==> config.mk <==
export PLATFORM = sky130hd
export DESIGN_NAME = encoder_click_button_pulser
export DESIGN_NICKNAME = d
export VERILOG_FILES = /design/src/rtl/ecbp_pkg.sv /design/src/rtl/encoder_click_button_pulser.sv /design/src/rtl/ecbp_ctrl.sv /design/src/rtl/ecbp_datapath.sv
export SDC_FILE = /design/constraint.sdc
export NUM_CORES = 2
export LEC_CHECK = 0
export CORE_MARGIN = 8
export CORE_UTILIZATION = 30
export CTS_BUF_LIST = sky130_fd_sc_hd__clkbuf_16
export DETAILED_ROUTE_END_ITERATION = 16
export DONT_BUFFER_PORTS = 1
export PLACE_DENSITY_LB_ADDON = 0.08
export SLEW_MARGIN = 20
export SYNTH_ARGS = -nofsm -noshare
export SYNTH_HDL_FRONTEND = slang
export SYNTH_SLANG_ARGS = --single-unit
==> constraint.sdc <==
create_clock -name clk -period 7.7 [get_ports clk]
set_input_delay 0.385 -clock clk [delete_from_list [all_inputs] [get_ports clk]]
set_output_delay 0.385 -clock clk [all_outputs]
set_load 0.05 [all_outputs]
==> src/rtl/ecbp_pkg.sv <==
// ----------------------------------------------------------------------------
// ecbp_pkg
// Shared widths, constants, codes and the controller command bundle for the
// encoder click and button pulser.
// ----------------------------------------------------------------------------
package ecbp_pkg;

  localparam int ENC_DEFAULT  = 4;
  localparam int ENC_MAX      = 8;
  localparam int PORT_ENC     = 4;

  localparam int DELTA_W      = 8;
  localparam int ACC_W        = 10;
  localparam int MAG_W        = 9;
  localparam int STEP_W       = 8;
  localparam int LEVEL_W      = 7;
  localparam int QUICK_W      = 9;
  localparam int TIME_W       = 32;
  localparam int MASK_W       = 8;
  localparam int MODE_W       = 2;
  localparam int SW_W         = 4;
  localparam int CFG_IDX_W    = 8;
  localparam int CFG_DATA_W   = 32;

  localparam int LEVEL_MAX    = 100;
  localparam int HOLD_MIN     = 30;
  localparam int HOLD_DEFAULT = 80;
  localparam int PULSE_MIN    = 5;
  localparam int QUICK_LIMIT  = 128;

  localparam int DIV_STEPS    = MAG_W;
  localparam int DIV_CNT_W    = $clog2(DIV_STEPS);

  localparam logic [SW_W-1:0]       INVERT_RESET = '0;
  localparam logic [CFG_DATA_W-1:0] STEPS_RESET  = 32'h0101_0101;
  localparam logic [2*SW_W-1:0]     MODE_RESET   = '0;
  localparam logic [CFG_DATA_W-1:0] PULSE_RESET  = 32'h3232_3232;

  typedef enum logic [MODE_W-1:0] {
    MODE_PULSE     = 2'd0,
    MODE_HOLD      = 2'd1,
    MODE_ABS       = 2'd2,
    MODE_PULSE_ALT = 2'd3
  } mode_t;

  typedef enum logic [CFG_IDX_W-1:0] {
    REG_INVERT = 8'd0,
    REG_STEPS  = 8'd1,
    REG_MODE   = 8'd2,
    REG_PULSE  = 8'd3
  } cfg_reg_t;

  typedef struct packed {
    logic load;
    logic step;
    logic apply;
    logic finish;
  } ecbp_cmd_t;

endpackage

==> src/rtl/encoder_click_button_pulser.sv <==
// ----------------------------------------------------------------------------
// encoder_click_button_pulser
// Turns encoder delta reports into clicks, absolute levels, quick-menu steps
// and cw/ccw button pulses.
//
// Channels: in_* carries one report per beat (four deltas, switch bits,
// millisecond time); out_* carries one result beat per report (button mask,
// four levels, four quick-menu counts); cfg_* writes registers 0..3
// (invert mask, steps per click, mode codes, pulse length), always ready,
// other indexes ignored. Write config only while no report is in flight.
// Reports are taken one at a time: the next report is accepted only after
// the previous one has run through the bit-serial click divider, 9 steps,
// run in all encoder lanes at once, and then the apply and expiry states.
// Reset clears accumulators, levels, deadlines and restores register
// defaults; no clearing pass is needed. A stalled result sits in the output
// register; the next report is accepted meanwhile and waits in the expiry
// step until the output register frees up.
// ----------------------------------------------------------------------------
module encoder_click_button_pulser #(
  parameter int ENCODER_COUNT = ecbp_pkg::ENC_DEFAULT
) (
  input  logic                                   clk,
  input  logic                                   rst_n,
  input  logic                                   cfg_valid,
  output logic                                   cfg_ready,
  input  logic [ecbp_pkg::CFG_IDX_W-1:0]         cfg_index,
  input  logic [ecbp_pkg::CFG_DATA_W-1:0]        cfg_data,
  input  logic                                   in_valid,
  output logic                                   in_ready,
  input  logic signed [ecbp_pkg::DELTA_W-1:0]    in_delta_zero,
  input  logic signed [ecbp_pkg::DELTA_W-1:0]    in_delta_one,
  input  logic signed [ecbp_pkg::DELTA_W-1:0]    in_delta_two,
  input  logic signed [ecbp_pkg::DELTA_W-1:0]    in_delta_three,
  input  logic [ecbp_pkg::SW_W-1:0]              in_switch_bits,
  input  logic [ecbp_pkg::TIME_W-1:0]            in_now_ms,
  output logic                                   out_valid,
  input  logic                                   out_ready,
  output logic [ecbp_pkg::MASK_W-1:0]            out_button_mask,
  output logic [ecbp_pkg::LEVEL_W-1:0]           out_level_zero,
  output logic [ecbp_pkg::LEVEL_W-1:0]           out_level_one,
  output logic [ecbp_pkg::LEVEL_W-1:0]           out_level_two,
  output logic [ecbp_pkg::LEVEL_W-1:0]           out_level_three,
  output logic signed [ecbp_pkg::QUICK_W-1:0]    out_quick_zero,
  output logic signed [ecbp_pkg::QUICK_W-1:0]    out_quick_one,
  output logic signed [ecbp_pkg::QUICK_W-1:0]    out_quick_two,
  output logic signed [ecbp_pkg::QUICK_W-1:0]    out_quick_three
);

  ecbp_pkg::ecbp_cmd_t cmd;

  assign cfg_ready = 1'b1;

  ecbp_ctrl u_ctrl (
    .clk       (clk),
    .rst_n     (rst_n),
    .in_valid  (in_valid),
    .in_ready  (in_ready),
    .out_valid (out_valid),
    .out_ready (out_ready),
    .cmd       (cmd)
  );

  ecbp_datapath #(
    .ENCODER_COUNT (ENCODER_COUNT)
  ) u_datapath (
    .clk             (clk),
    .rst_n           (rst_n),
    .cmd             (cmd),
    .cfg_valid       (cfg_valid),
    .cfg_index       (cfg_index),
    .cfg_data        (cfg_data),
    .in_delta_zero   (in_delta_zero),
    .in_delta_one    (in_delta_one),
    .in_delta_two    (in_delta_two),
    .in_delta_three  (in_delta_three),
    .in_switch_bits  (in_switch_bits),
    .in_now_ms       (in_now_ms),
    .out_button_mask (out_button_mask),
    .out_level_zero  (out_level_zero),
    .out_level_one   (out_level_one),
    .out_level_two   (out_level_two),
    .out_level_three (out_level_three),
    .out_quick_zero  (out_quick_zero),
    .out_quick_one   (out_quick_one),
    .out_quick_two   (out_quick_two),
    .out_quick_three (out_quick_three)
  );

endmodule

==> src/rtl/ecbp_ctrl.sv <==
// ----------------------------------------------------------------------------
// ecbp_ctrl
// Sequencer: accepts a beat, runs the click divider, applies the clicks,
// then expires deadlines into the output register.
// ----------------------------------------------------------------------------
module ecbp_ctrl (
  input  logic                  clk,
  input  logic                  rst_n,
  input  logic                  in_valid,
  output logic                  in_ready,
  output logic                  out_valid,
  input  logic                  out_ready,
  output ecbp_pkg::ecbp_cmd_t   cmd
);

  typedef enum logic [1:0] {
    ST_IDLE,
    ST_DIV,
    ST_APPLY,
    ST_EXPIRE
  } state_t;

  state_t                           state_r, state_nxt;
  logic [ecbp_pkg::DIV_CNT_W-1:0]   cnt_r, cnt_nxt;
  logic                             out_valid_r, out_valid_nxt;
  logic                             out_free;

  assign out_free  = !out_valid_r || out_ready;
  assign in_ready  = (state_r == ST_IDLE);
  assign out_valid = out_valid_r;

  always_comb begin
    cmd.load   = (state_r == ST_IDLE) && in_valid;
    cmd.step   = (state_r == ST_DIV);
    cmd.apply  = (state_r == ST_APPLY);
    cmd.finish = (state_r == ST_EXPIRE) && out_free;
  end

  always_comb begin
    state_nxt = state_r;
    cnt_nxt   = cnt_r;
    case (state_r)
      ST_IDLE: begin
        if (in_valid) begin
          state_nxt = ST_DIV;
          cnt_nxt   = '0;
        end
      end
      ST_DIV: begin
        if (cnt_r == ecbp_pkg::DIV_CNT_W'(ecbp_pkg::DIV_STEPS - 1)) begin
          state_nxt = ST_APPLY;
        end else begin
          cnt_nxt = cnt_r + 1'b1;
        end
      end
      ST_APPLY: begin
        state_nxt = ST_EXPIRE;
      end
      ST_EXPIRE: begin
        if (out_free) begin
          state_nxt = ST_IDLE;
        end
      end
      default: begin
        state_nxt = ST_IDLE;
      end
    endcase
  end

  always_comb begin
    if (cmd.finish) begin
      out_valid_nxt = 1'b1;
    end else if (out_ready) begin
      out_valid_nxt = 1'b0;
    end else begin
      out_valid_nxt = out_valid_r;
    end
  end

  always_ff @(posedge clk) begin
    if (!rst_n) begin
      state_r     <= ST_IDLE;
      cnt_r       <= '0;
      out_valid_r <= 1'b0;
    end else begin
      state_r     <= state_nxt;
      cnt_r       <= cnt_nxt;
      out_valid_r <= out_valid_nxt;
    end
  end

endmodule

==> src/rtl/ecbp_datapath.sv <==
// ----------------------------------------------------------------------------
// ecbp_datapath
// Configuration registers, one lane per encoder (accumulator, bit-serial
// click divider, level and two button deadlines) and the output register.
// ----------------------------------------------------------------------------
module ecbp_datapath #(
  parameter int ENCODER_COUNT = ecbp_pkg::ENC_DEFAULT
) (
  input  logic                                   clk,
  input  logic                                   rst_n,
  input  ecbp_pkg::ecbp_cmd_t                    cmd,
  input  logic                                   cfg_valid,
  input  logic [ecbp_pkg::CFG_IDX_W-1:0]         cfg_index,
  input  logic [ecbp_pkg::CFG_DATA_W-1:0]        cfg_data,
  input  logic signed [ecbp_pkg::DELTA_W-1:0]    in_delta_zero,
  input  logic signed [ecbp_pkg::DELTA_W-1:0]    in_delta_one,
  input  logic signed [ecbp_pkg::DELTA_W-1:0]    in_delta_two,
  input  logic signed [ecbp_pkg::DELTA_W-1:0]    in_delta_three,
  input  logic [ecbp_pkg::SW_W-1:0]              in_switch_bits,
  input  logic [ecbp_pkg::TIME_W-1:0]            in_now_ms,
  output logic [ecbp_pkg::MASK_W-1:0]            out_button_mask,
  output logic [ecbp_pkg::LEVEL_W-1:0]           out_level_zero,
  output logic [ecbp_pkg::LEVEL_W-1:0]           out_level_one,
  output logic [ecbp_pkg::LEVEL_W-1:0]           out_level_two,
  output logic [ecbp_pkg::LEVEL_W-1:0]           out_level_three,
  output logic signed [ecbp_pkg::QUICK_W-1:0]    out_quick_zero,
  output logic signed [ecbp_pkg::QUICK_W-1:0]    out_quick_one,
  output logic signed [ecbp_pkg::QUICK_W-1:0]    out_quick_two,
  output logic signed [ecbp_pkg::QUICK_W-1:0]    out_quick_three
);

  localparam int EM = ecbp_pkg::ENC_MAX;
  localparam int PE = ecbp_pkg::PORT_ENC;

  logic [ecbp_pkg::SW_W-1:0]       inv_r;
  logic [ecbp_pkg::CFG_DATA_W-1:0] steps_r;
  logic [2*ecbp_pkg::SW_W-1:0]     mode_r;
  logic [ecbp_pkg::CFG_DATA_W-1:0] plen_r;
  logic [ecbp_pkg::TIME_W-1:0]     now_r;

  logic [EM-1:0]                   inv_ext;
  logic [EM-1:0]                   sw_ext;
  logic [EM*ecbp_pkg::STEP_W-1:0]  steps_ext;
  logic [EM*ecbp_pkg::STEP_W-1:0]  plen_ext;
  logic [EM*ecbp_pkg::MODE_W-1:0]  mode_ext;
  logic signed [ecbp_pkg::DELTA_W-1:0] delta_a [EM];

  logic [2*ENCODER_COUNT-1:0]               act_w;
  logic [2*ENCODER_COUNT+ecbp_pkg::MASK_W-1:0] act_pad;
  logic [ecbp_pkg::LEVEL_W-1:0]             level_w [ENCODER_COUNT];
  logic signed [ecbp_pkg::QUICK_W-1:0]      quick_w [ENCODER_COUNT];
  logic [ecbp_pkg::LEVEL_W-1:0]             level_p [PE];
  logic signed [ecbp_pkg::QUICK_W-1:0]      quick_p [PE];

  logic [ecbp_pkg::MASK_W-1:0]              mask_r;
  logic [ecbp_pkg::LEVEL_W-1:0]             olevel_r [PE];
  logic signed [ecbp_pkg::QUICK_W-1:0]      oquick_r [PE];

  // config registers
  always_ff @(posedge clk) begin
    if (!rst_n) begin
      inv_r   <= ecbp_pkg::INVERT_RESET;
      steps_r <= ecbp_pkg::STEPS_RESET;
      mode_r  <= ecbp_pkg::MODE_RESET;
      plen_r  <= ecbp_pkg::PULSE_RESET;
    end else if (cfg_valid) begin
      case (cfg_index)
        ecbp_pkg::REG_INVERT: inv_r   <= cfg_data[ecbp_pkg::SW_W-1:0];
        ecbp_pkg::REG_STEPS:  steps_r <= cfg_data;
        ecbp_pkg::REG_MODE:   mode_r  <= cfg_data[2*ecbp_pkg::SW_W-1:0];
        ecbp_pkg::REG_PULSE:  plen_r  <= cfg_data;
        default: begin
        end
      endcase
    end
  end

  always_ff @(posedge clk) begin
    if (cmd.load) begin
      now_r <= in_now_ms;
    end
  end

  assign inv_ext   = EM'(inv_r);
  assign sw_ext    = EM'(in_switch_bits);
  assign steps_ext = (EM*ecbp_pkg::STEP_W)'(steps_r);
  assign plen_ext  = (EM*ecbp_pkg::STEP_W)'(plen_r);
  assign mode_ext  = (EM*ecbp_pkg::MODE_W)'(mode_r);

  always_comb begin
    for (int k = 0; k < EM; k++) begin
      delta_a[k] = '0;
    end
    delta_a[0] = in_delta_zero;
    delta_a[1] = in_delta_one;
    delta_a[2] = in_delta_two;
    delta_a[3] = in_delta_three;
  end

  for (genvar i = 0; i < ENCODER_COUNT; i++) begin : g_lane
    logic signed [ecbp_pkg::DELTA_W:0]   dext_w;
    logic signed [ecbp_pkg::DELTA_W:0]   d_w;
    logic signed [ecbp_pkg::ACC_W-1:0]   sum_w;
    logic [ecbp_pkg::ACC_W-1:0]          abs_w;
    logic [ecbp_pkg::STEP_W-1:0]         sbyte_w;
    logic [ecbp_pkg::STEP_W-1:0]         len_w;
    logic [ecbp_pkg::STEP_W-1:0]         hold_w;
    logic [ecbp_pkg::STEP_W-1:0]         plen_w;
    ecbp_pkg::mode_t                     mode_w;

    logic [ecbp_pkg::MAG_W-1:0]          trial_w;
    logic                                ge_w;
    logic [ecbp_pkg::MAG_W-1:0]          diff_w;

    logic signed [ecbp_pkg::ACC_W-1:0]   clicks_w;
    logic signed [ecbp_pkg::ACC_W-1:0]   rems_w;
    logic signed [ecbp_pkg::ACC_W:0]     lvsum_w;
    logic [ecbp_pkg::LEVEL_W-1:0]        lvclamp_w;
    logic signed [ecbp_pkg::QUICK_W-1:0] qsat_w;
    logic [ecbp_pkg::TIME_W-1:0]         hold_dl_w;
    logic [ecbp_pkg::TIME_W-1:0]         pulse_dl_w;
    logic [ecbp_pkg::TIME_W-1:0]         cw_age_w;
    logic [ecbp_pkg::TIME_W-1:0]         ccw_age_w;
    logic                                cw_act_w;
    logic                                ccw_act_w;
    logic                                pos_w;

    logic signed [ecbp_pkg::ACC_W-1:0]   acc_r;
    logic [ecbp_pkg::LEVEL_W-1:0]        level_r;
    logic [ecbp_pkg::TIME_W-1:0]         cw_r;
    logic [ecbp_pkg::TIME_W-1:0]         ccw_r;
    logic                                act_r;
    logic                                neg_r;
    logic                                sw_r;
    logic [ecbp_pkg::MAG_W-1:0]          q_r;
    logic [ecbp_pkg::STEP_W-1:0]         rem_r;
    logic [ecbp_pkg::STEP_W-1:0]         div_r;
    logic signed [ecbp_pkg::QUICK_W-1:0] quick_r;

    // load: invert, accumulate, split into sign and magnitude
    assign dext_w  = ecbp_pkg::DELTA_W'(delta_a[i]);
    assign d_w     = inv_ext[i] ? -dext_w : dext_w;
    assign sum_w   = acc_r + ecbp_pkg::ACC_W'(d_w);
    assign abs_w   = sum_w[ecbp_pkg::ACC_W-1] ? ecbp_pkg::ACC_W'(-sum_w) : sum_w;
    assign sbyte_w = steps_ext[i*ecbp_pkg::STEP_W +: ecbp_pkg::STEP_W];

    // restoring divider, one quotient bit per step
    assign trial_w = {rem_r, q_r[ecbp_pkg::MAG_W-1]};
    assign ge_w    = trial_w >= {1'b0, div_r};
    assign diff_w  = trial_w - {1'b0, div_r};

    // apply
    assign clicks_w = neg_r ? -$signed({1'b0, q_r}) : $signed({1'b0, q_r});
    assign rems_w   = neg_r ? -$signed(ecbp_pkg::ACC_W'(rem_r))
                            : $signed(ecbp_pkg::ACC_W'(rem_r));
    assign pos_w    = !clicks_w[ecbp_pkg::ACC_W-1];
    assign lvsum_w  = $signed({4'b0, level_r}) + ecbp_pkg::ACC_W'(clicks_w);

    always_comb begin
      if (lvsum_w < 0) begin
        lvclamp_w = '0;
      end else if (lvsum_w > ecbp_pkg::LEVEL_MAX) begin
        lvclamp_w = ecbp_pkg::LEVEL_W'(ecbp_pkg::LEVEL_MAX);
      end else begin
        lvclamp_w = lvsum_w[ecbp_pkg::LEVEL_W-1:0];
      end
    end

    always_comb begin
      if (clicks_w > ecbp_pkg::QUICK_LIMIT) begin
        qsat_w = ecbp_pkg::QUICK_W'(ecbp_pkg::QUICK_LIMIT);
      end else if (clicks_w < -ecbp_pkg::QUICK_LIMIT) begin
        qsat_w = ecbp_pkg::QUICK_W'(-ecbp_pkg::QUICK_LIMIT);
      end else begin
        qsat_w = clicks_w[ecbp_pkg::QUICK_W-1:0];
      end
    end

    assign mode_w     = ecbp_pkg::mode_t'(mode_ext[i*ecbp_pkg::MODE_W +: ecbp_pkg::MODE_W]);
    assign len_w      = plen_ext[i*ecbp_pkg::STEP_W +: ecbp_pkg::STEP_W];
    assign hold_w     = (len_w < ecbp_pkg::HOLD_MIN) ?
                        ecbp_pkg::STEP_W'(ecbp_pkg::HOLD_DEFAULT) : len_w;
    assign plen_w     = (len_w < ecbp_pkg::PULSE_MIN) ?
                        ecbp_pkg::STEP_W'(ecbp_pkg::PULSE_MIN) : len_w;
    assign hold_dl_w  = now_r + ecbp_pkg::TIME_W'(hold_w);
    assign pulse_dl_w = now_r + ecbp_pkg::TIME_W'(plen_w);

    // expiry
    assign cw_age_w  = now_r - cw_r;
    assign ccw_age_w = now_r - ccw_r;
    assign cw_act_w  = (cw_r != '0) && cw_age_w[ecbp_pkg::TIME_W-1];
    assign ccw_act_w = (ccw_r != '0) && ccw_age_w[ecbp_pkg::TIME_W-1];

    always_ff @(posedge clk) begin
      if (!rst_n) begin
        acc_r   <= '0;
        level_r <= '0;
        cw_r    <= '0;
        ccw_r   <= '0;
      end else if (cmd.apply && act_r) begin
        acc_r <= rems_w;
        if (!sw_r && (clicks_w != '0)) begin
          case (mode_w)
            ecbp_pkg::MODE_ABS: begin
              level_r <= lvclamp_w;
            end
            ecbp_pkg::MODE_HOLD: begin
              if (pos_w) begin
                cw_r  <= hold_dl_w;
                ccw_r <= '0;
              end else begin
                ccw_r <= hold_dl_w;
                cw_r  <= '0;
              end
            end
            default: begin
              if (pos_w) begin
                if (pulse_dl_w > cw_r) begin
                  cw_r <= pulse_dl_w;
                end
              end else begin
                if (pulse_dl_w > ccw_r) begin
                  ccw_r <= pulse_dl_w;
                end
              end
            end
          endcase
        end
      end else if (cmd.finish) begin
        cw_r  <= cw_act_w ? cw_r : '0;
        ccw_r <= ccw_act_w ? ccw_r : '0;
      end
    end

    always_ff @(posedge clk) begin
      if (cmd.load) begin
        act_r <= (d_w != '0);
        neg_r <= sum_w[ecbp_pkg::ACC_W-1];
        sw_r  <= sw_ext[i];
        q_r   <= abs_w[ecbp_pkg::MAG_W-1:0];
        rem_r <= '0;
        div_r <= (sbyte_w == '0) ? ecbp_pkg::STEP_W'(1) : sbyte_w;
      end else if (cmd.step) begin
        q_r   <= {q_r[ecbp_pkg::MAG_W-2:0], ge_w};
        rem_r <= ge_w ? diff_w[ecbp_pkg::STEP_W-1:0] : trial_w[ecbp_pkg::STEP_W-1:0];
      end
      if (cmd.apply) begin
        quick_r <= (act_r && sw_r) ? qsat_w : '0;
      end
    end

    assign act_w[i]               = cw_act_w;
    assign act_w[ENCODER_COUNT+i] = ccw_act_w;
    assign level_w[i]             = level_r;
    assign quick_w[i]             = quick_r;
  end

  assign act_pad = {{ecbp_pkg::MASK_W{1'b0}}, act_w};

  for (genvar j = 0; j < PE; j++) begin : g_port
    if (j < ENCODER_COUNT) begin : g_used
      assign level_p[j] = level_w[j];
      assign quick_p[j] = quick_w[j];
    end else begin : g_unused
      assign level_p[j] = '0;
      assign quick_p[j] = '0;
    end
  end

  always_ff @(posedge clk) begin
    if (cmd.finish) begin
      mask_r <= act_pad[ecbp_pkg::MASK_W-1:0];
      for (int k = 0; k < PE; k++) begin
        olevel_r[k] <= level_p[k];
        oquick_r[k] <= quick_p[k];
      end
    end
  end

  assign out_button_mask = mask_r;
  assign out_level_zero  = olevel_r[0];
  assign out_level_one   = olevel_r[1];
  assign out_level_two   = olevel_r[2];
  assign out_level_three = olevel_r[3];
  assign out_quick_zero  = oquick_r[0];
  assign out_quick_one   = oquick_r[1];
  assign out_quick_two   = oquick_r[2];
  assign out_quick_three = oquick_r[3];

endmodule

After elaboration in Yosys (flattened, before gate mapping). Memories as Yosys holds them, arrays and structs flattened. Cells that the tools add are included.

Register bits after elaboration: 595. Bits in writable memories: 64. Bits of input ports: 113. Output and inout bits: 75. Word-level logic and storage cells: 409. Memories: 2.

Add/subtract/negate cells: 45. Magnitude comparators: 36. Equal/unequal tests: 51. Mux-type cells: 127. Bitwise gates (word level): 4. Reductions and logical operators: 83.

Memory list: u_datapath.oquick_r (depth 4, bits a word 9, rd ports 4, clocked after memory_dff 0, write ports 4, line ecbp_datapath.sv:57) `logic signed [ecbp_pkg::QUICK_W-1:0] oquick_r [PE];`; u_datapath.olevel_r (depth 4, bits a word 7, rd ports 4, clocked after memory_dff 0, write ports 4, line ecbp_datapath.sv:56) `logic [ecbp_pkg::LEVEL_W-1:0] olevel_r [PE];`.

Operator list (number): $mux W32 (56); $pmux W32 S2 (8); $add A32 B8 Y32 (8); $gt A32 B32 Y1 (8); $reduce_bool A32 Y1 (8); $sub A32 B32 Y32 (8); $mux W9 (20); $mux W8 (16); $mux W10 (8); $mux W7 (8); $reduce_and A6 Y1 (8); $add A8 B10 Y11 (4); $gt A11 B8 Y1 const B (4); $lt A11 B1 Y1 const B (4); $add A10 B9 Y10 (4); $gt A10 B9 Y1 const B (4); $logic_not A8 Y1 (5); $lt A10 B8 Y1 const B (4); $neg A8 Y10 (4); $neg A9 Y10 (4); $reduce_bool A10 Y1 (4); $ge A9 B8 Y1 (4); $ne A2 B2 Y1 const B (18); $ne A3 B3 Y1 const B (12); other kinds (29) (115).

Longest topological paths before layout.
Depth after elaboration: 9. Mapped depth: 24. Gate-level depth less buffers: 21.

By module. From an unflattened synthesis, not the netlist that was laid out.

Cell total of the unflattened synthesis: 6454. Area total of the unflattened synthesis: 53934.2 sq um.

By module, submodules not included: ecbp_datapath (instances 1, cells each 6399, area an instance 53445.0 sq um); ecbp_ctrl (instances 1, cells each 53, area an instance 478.0 sq um); encoder_click_button_pulser (instances 1, cells each 2, area an instance 11.3 sq um).

Worst setup path before layout. OpenSTA, ideal clock, no wires.

Kind: register to register. From: register u_ctrl.out_valid_r (netlist: u_ctrl.out_valid). To: register u_datapath.g_lane[1].cw_r[19] (netlist bit). Library setup time: 87 ps. Arrival time: 5479 ps. Path slack: 2134 ps. Stages on the path, launching flop included: 9. Path buffers: 1. Period minus slack after synthesis: 5566 ps. Path through: dfxtp_1 -> nor2b_1 -> nor2b_1 -> nand2_1 -> o41a_1 -> or2_2 -> buf_4 -> or4_1 -> o31ai_1.

RTL lines: start, declared (line ecbp_ctrl.sv:25) `logic out_valid_r, out_valid_nxt;`; start signal, assigned (line ecbp_ctrl.sv:88) `out_valid_r <= out_valid_nxt;`; end signal, assigned (line ecbp_datapath.sv:209) `cw_r <= hold_dl_w;`; end signal, assigned (line ecbp_datapath.sv:219) `cw_r <= pulse_dl_w;`; end signal, assigned (line ecbp_datapath.sv:230) `cw_r <= cw_act_w ? cw_r : '0;`; end, declared (line ecbp_datapath.sv:130) `logic [ecbp_pkg::TIME_W-1:0] cw_r;`.

Worst setup path in the final report.
From: register u_datapath.plen_r[13] (netlist bit). To: register u_datapath.g_lane[1].ccw_r[30] (netlist bit).

Longest elaborated chain between the ends: 8.

Ends and longest elaborated chain: start, declared (line ecbp_datapath.sv:38) `logic [ecbp_pkg::CFG_DATA_W-1:0] plen_r;`; start signal, assigned (line ecbp_datapath.sv:65) `plen_r <= ecbp_pkg::PULSE_RESET;`; start signal, assigned (line ecbp_datapath.sv:71) `ecbp_pkg::REG_PULSE: plen_r <= cfg_data;`; branches (longest 8 deep; another with $add A32 B8 Y32); end signal, assigned (line ecbp_datapath.sv:212) `ccw_r <= hold_dl_w;`; end signal, assigned (line ecbp_datapath.sv:223) `ccw_r <= pulse_dl_w;`; end signal, assigned (line ecbp_datapath.sv:231) `ccw_r <= ccw_act_w ? ccw_r : '0;`; end, declared (line ecbp_datapath.sv:131) `logic [ecbp_pkg::TIME_W-1:0] ccw_r;`.

Parallel ways; which one is timed is not known. The select of a mux whose other input is x is not followed. A chain may end at the register's enable or synchronous reset.

==> flow_summary.toml <==
[grt]
grt_pass1_vias = 48800
grt_pass1_wl_mm = 350
grt.overflow.total = 0
grt_usage = 0.242
grt_max_degree = 224
antenna_found_initial = 36

[sta]
finalMaxSlewViolations = 0
setup_tns_ns = 0
finClkSkew_ns = 0.0551
fmax_ghz = 0.156
period_share = 0.835
min_period_ns = 6.43
hold_viol_final = 0
tightest_slew_ns = 1.17
slew_headroom = 0.219
setup_violations = 0
rsz0062_at_grt = "false"

[logic_synthesis]
ys_seq_area_frac = 0.284
async_flop_share = 0
yosys.cell_types.count = 109
ys_seq_elements = 659
syn-num-nets = 7388
ys_top_cells_by_area = "dfxtp_1, ha_1, edfxtp_1, nand2_1, mux2i_1"
synthTopCellsByCount = "nand2_1, ha_1, nor2_1, dfxtp_1, o21ai_0"
yosysTopAreaCell = "dfxtp_1"
yosys_warnings = 0
synth_edf_count = 220
netlist_area_mm2 = 0.0542
synth_area_per_cell_um2 = 8.24
postSynthCellCount = 6573
yosysMostFrequentCell = "nand2_1"
synth_top_area_share = 0.162
synth_flop_cell = "dfxtp_1"

[critical_path]
critPathBufInv = 2
cp_slowest_stage_delay_ns = 0.86
crit_arrival_ns = 7.06
worst-setup-path-type = "flop to flop"
critPathCaptureType = "flop"
path_cells = "nor3_1, nand2_1, a21oi_1, or2_2, ha_1, fa_1, a21oi_1, o211ai_1, o41ai_4, nor2_1, xnor2_1, inv_1, ha_1, nand4_1, nor2_1, nand3_1, or2_2, a221o_1, a221o_2, nor2_4, buf_12, mux2i_1"
worstSetupStartpointType = "flop"
critPathSlowestCell = "o41ai_4"
cp_top_family = "compound AO/OA/AOI/OAI gates"
critPathRequiredTime_ns = 8.33
crit_path_max_fanout = 17

[placement]
gp_congestion = 0.953
io_buffers = 0
dpl.hpwl_mm = 187

[floorplanning]
dieArea_mm2 = 0.194
die_x_um = 441
io_pins = 188
row_count = 156
die_h_um = 441
core_mm2 = 0.180
start_util = 0.301

[drt]
wire_per_inst_um = 27.0
num_vias = 50600
drtAntennaViolNets = 0
drc = 0
finalWirelength_mm = 244
routed_via_density = 5.60
drtIter0Drc = 4502
firstDrtPassIters = 5

[clock_tree]
cts_root_buffer = "clkbuf_16"
cts_made_buffers = 89
path_clk_slew_ns = 0.08
cts_tree = "done"
post_cts_buffers = 0
cts.sinks = 659
h-tree-depth = 3
insertion_delay_ns = 0.76
clk_path_buf_depth = 3

[flow_run]
cap_violations = 0

[run_status]
outcome = "complete, no violations"

[hold_path]
worstHoldPathType = "input pin to flop"

[finish]
multiInputGateArea_mm2 = 0.0359
area_delta_synth_final_pct = 12.7
num-nets-final = 7387
regArea_mm2 = 0.0154
postLayoutCoreUtil = 0.339
drive_gt1_frac = 0.0665
fillers = 18800

[power]
peakVddDrop_v = 0.000153
p_total_mw = 19.6
p_leak_nw = 22.8
power_density_mw_per_mm2 = 321
worst min-delay path, delay by kind of cell:
| family | cells | cell delay [ns] |
|---|---|---|
| adders and majority gates | 1 | 0.14 |
| and+or+nand+nor | 1 | 0.06 |
| AOI/OAI and AO/OA | 1 | 0.11 |
stage by stage:
step           instance area [µm²]  hold slack [ns]  worst slack [ns]  std cells
2_1_floorplan                54200            0.400              2.13       6573
3_3_place_gp                 57000            0.402              1.40       8761
3_5_place_dp                 57000            0.405              1.38       8761
4_1_cts                      60900           0.0110              1.32       9018
5_1_grt                      61000           0.0697             0.856       9027
6_report                     61000           0.0882              1.27       9035
cell type report:
type / instances / share of cell area
Multi-Input combinational cell: 5155 / 0.588
Sequential cell: 659 / 0.252
Tap cell: 2370 / 0.0486
Clock buffer: 95 / 0.0389
Timing Repair Buffer: 239 / 0.0342
Inverter: 428 / 0.0265
Clock inverter: 73 / 0.0105
Antenna cell: 16 / 0.000656
cell usage in the layout (no fill, tap or decap), types with 77 or more instances in the layout:
master         synthesis  final
nand2_1              818    817
ha_1                 682    680
nor2_1               477    473
inv_1                421    439
dfxtp_1              439    439
o21ai_0              422    422
a21oi_1              401    401
edfxtp_1             220    220
mux2i_1              219    219
xnor2_1              201    201
nand3_1              157    157
buf_4                  9    148
nand4_1              139    139
xor2_1               132    132
nor3_1               122    121
a21o_1               107    107
clkbuf_16              0     95
nor4_1                95     94
o211ai_1              88     88
dlygate4sd3_1          0     87
a211oi_1              77     77
path summary, 6_finish.rpt:
kind,startpoint,end,slack (ns),cells past startpoint
worst max-delay path,u_datapath.plen_r[13],u_datapath.g_lane[1].ccw_r[30],1.27,22
worst min register to register,u_datapath.g_lane[0].quick_r[7],u_datapath.oquick_r[0][7],0.42,0
worst max register to register,u_datapath.plen_r[13],u_datapath.g_lane[1].ccw_r[30],1.27,22
worst min-delay path,in_delta_three[0],u_datapath.g_lane[3].q_r[0],0.09,3
sequential cells by signal, indices dropped and copies added, names as in the netlist, 8 cells and up:
signal                      count
u_datapath.g_lane.quick_r      36
u_datapath.olevel_r            28
u_datapath.g_lane.level_r      28
u_datapath.g_lane.cw_r        128
u_datapath.g_lane.div_r        32
u_datapath.g_lane.rem_r        32
u_datapath.oquick_r            36
u_datapath.now_r               32
u_datapath.mode_r               8
u_datapath.g_lane.acc_r        40
u_datapath.steps_r             32
u_datapath.g_lane.q_r          36
u_datapath.plen_r              32
u_datapath.g_lane.ccw_r       128
u_datapath.out_button_mask      8
what timing repair did:
item                      in CTS  in global routing
hold endpoints to repair     316                  0
hold buffers                  89                  0
gates resized for setup        0                  0
logic make-up (layout without fill, tap and decap cells):
logic type | count (synthesis) | after routing | share of synthesized area
simple gates | 2189 | 2189 | 0.191
compound gates | 1701 | 1701 | 0.208
buf+inv | 759 | 835 | 0.0558
fa+ha+maj | 702 | 702 | 0.165
flops | 659 | 659 | 0.284
xor+xnor | 333 | 333 | 0.0538
mux | 229 | 229 | 0.0425
other cells | 1 | 17 | 0.0000692
metal layers:
layer | wire, µm | global-route usage | vias to the layer above | share of wire
met3 | 16000 | 0.0422 | 459 | 0.065
met4 | 9540 | 0.0877 | 24 | 0.039
li1 | - | - | 24000 | -
met2 | 105000 | 0.375 | 1749 | 0.43
met1 | 113000 | 0.337 | 24400 | 0.46
met5 | 211 | 0 | - | 0.00086
power by group:
part / switching (mW) / internal, mW
Clock: 1.86 / 2.51
Sequential: 0.866 / 4.29
Combinational: 6.46 / 3.63
Total: 9.19 / 10.4
Note: power is estimated with default switching activity, not from simulation.
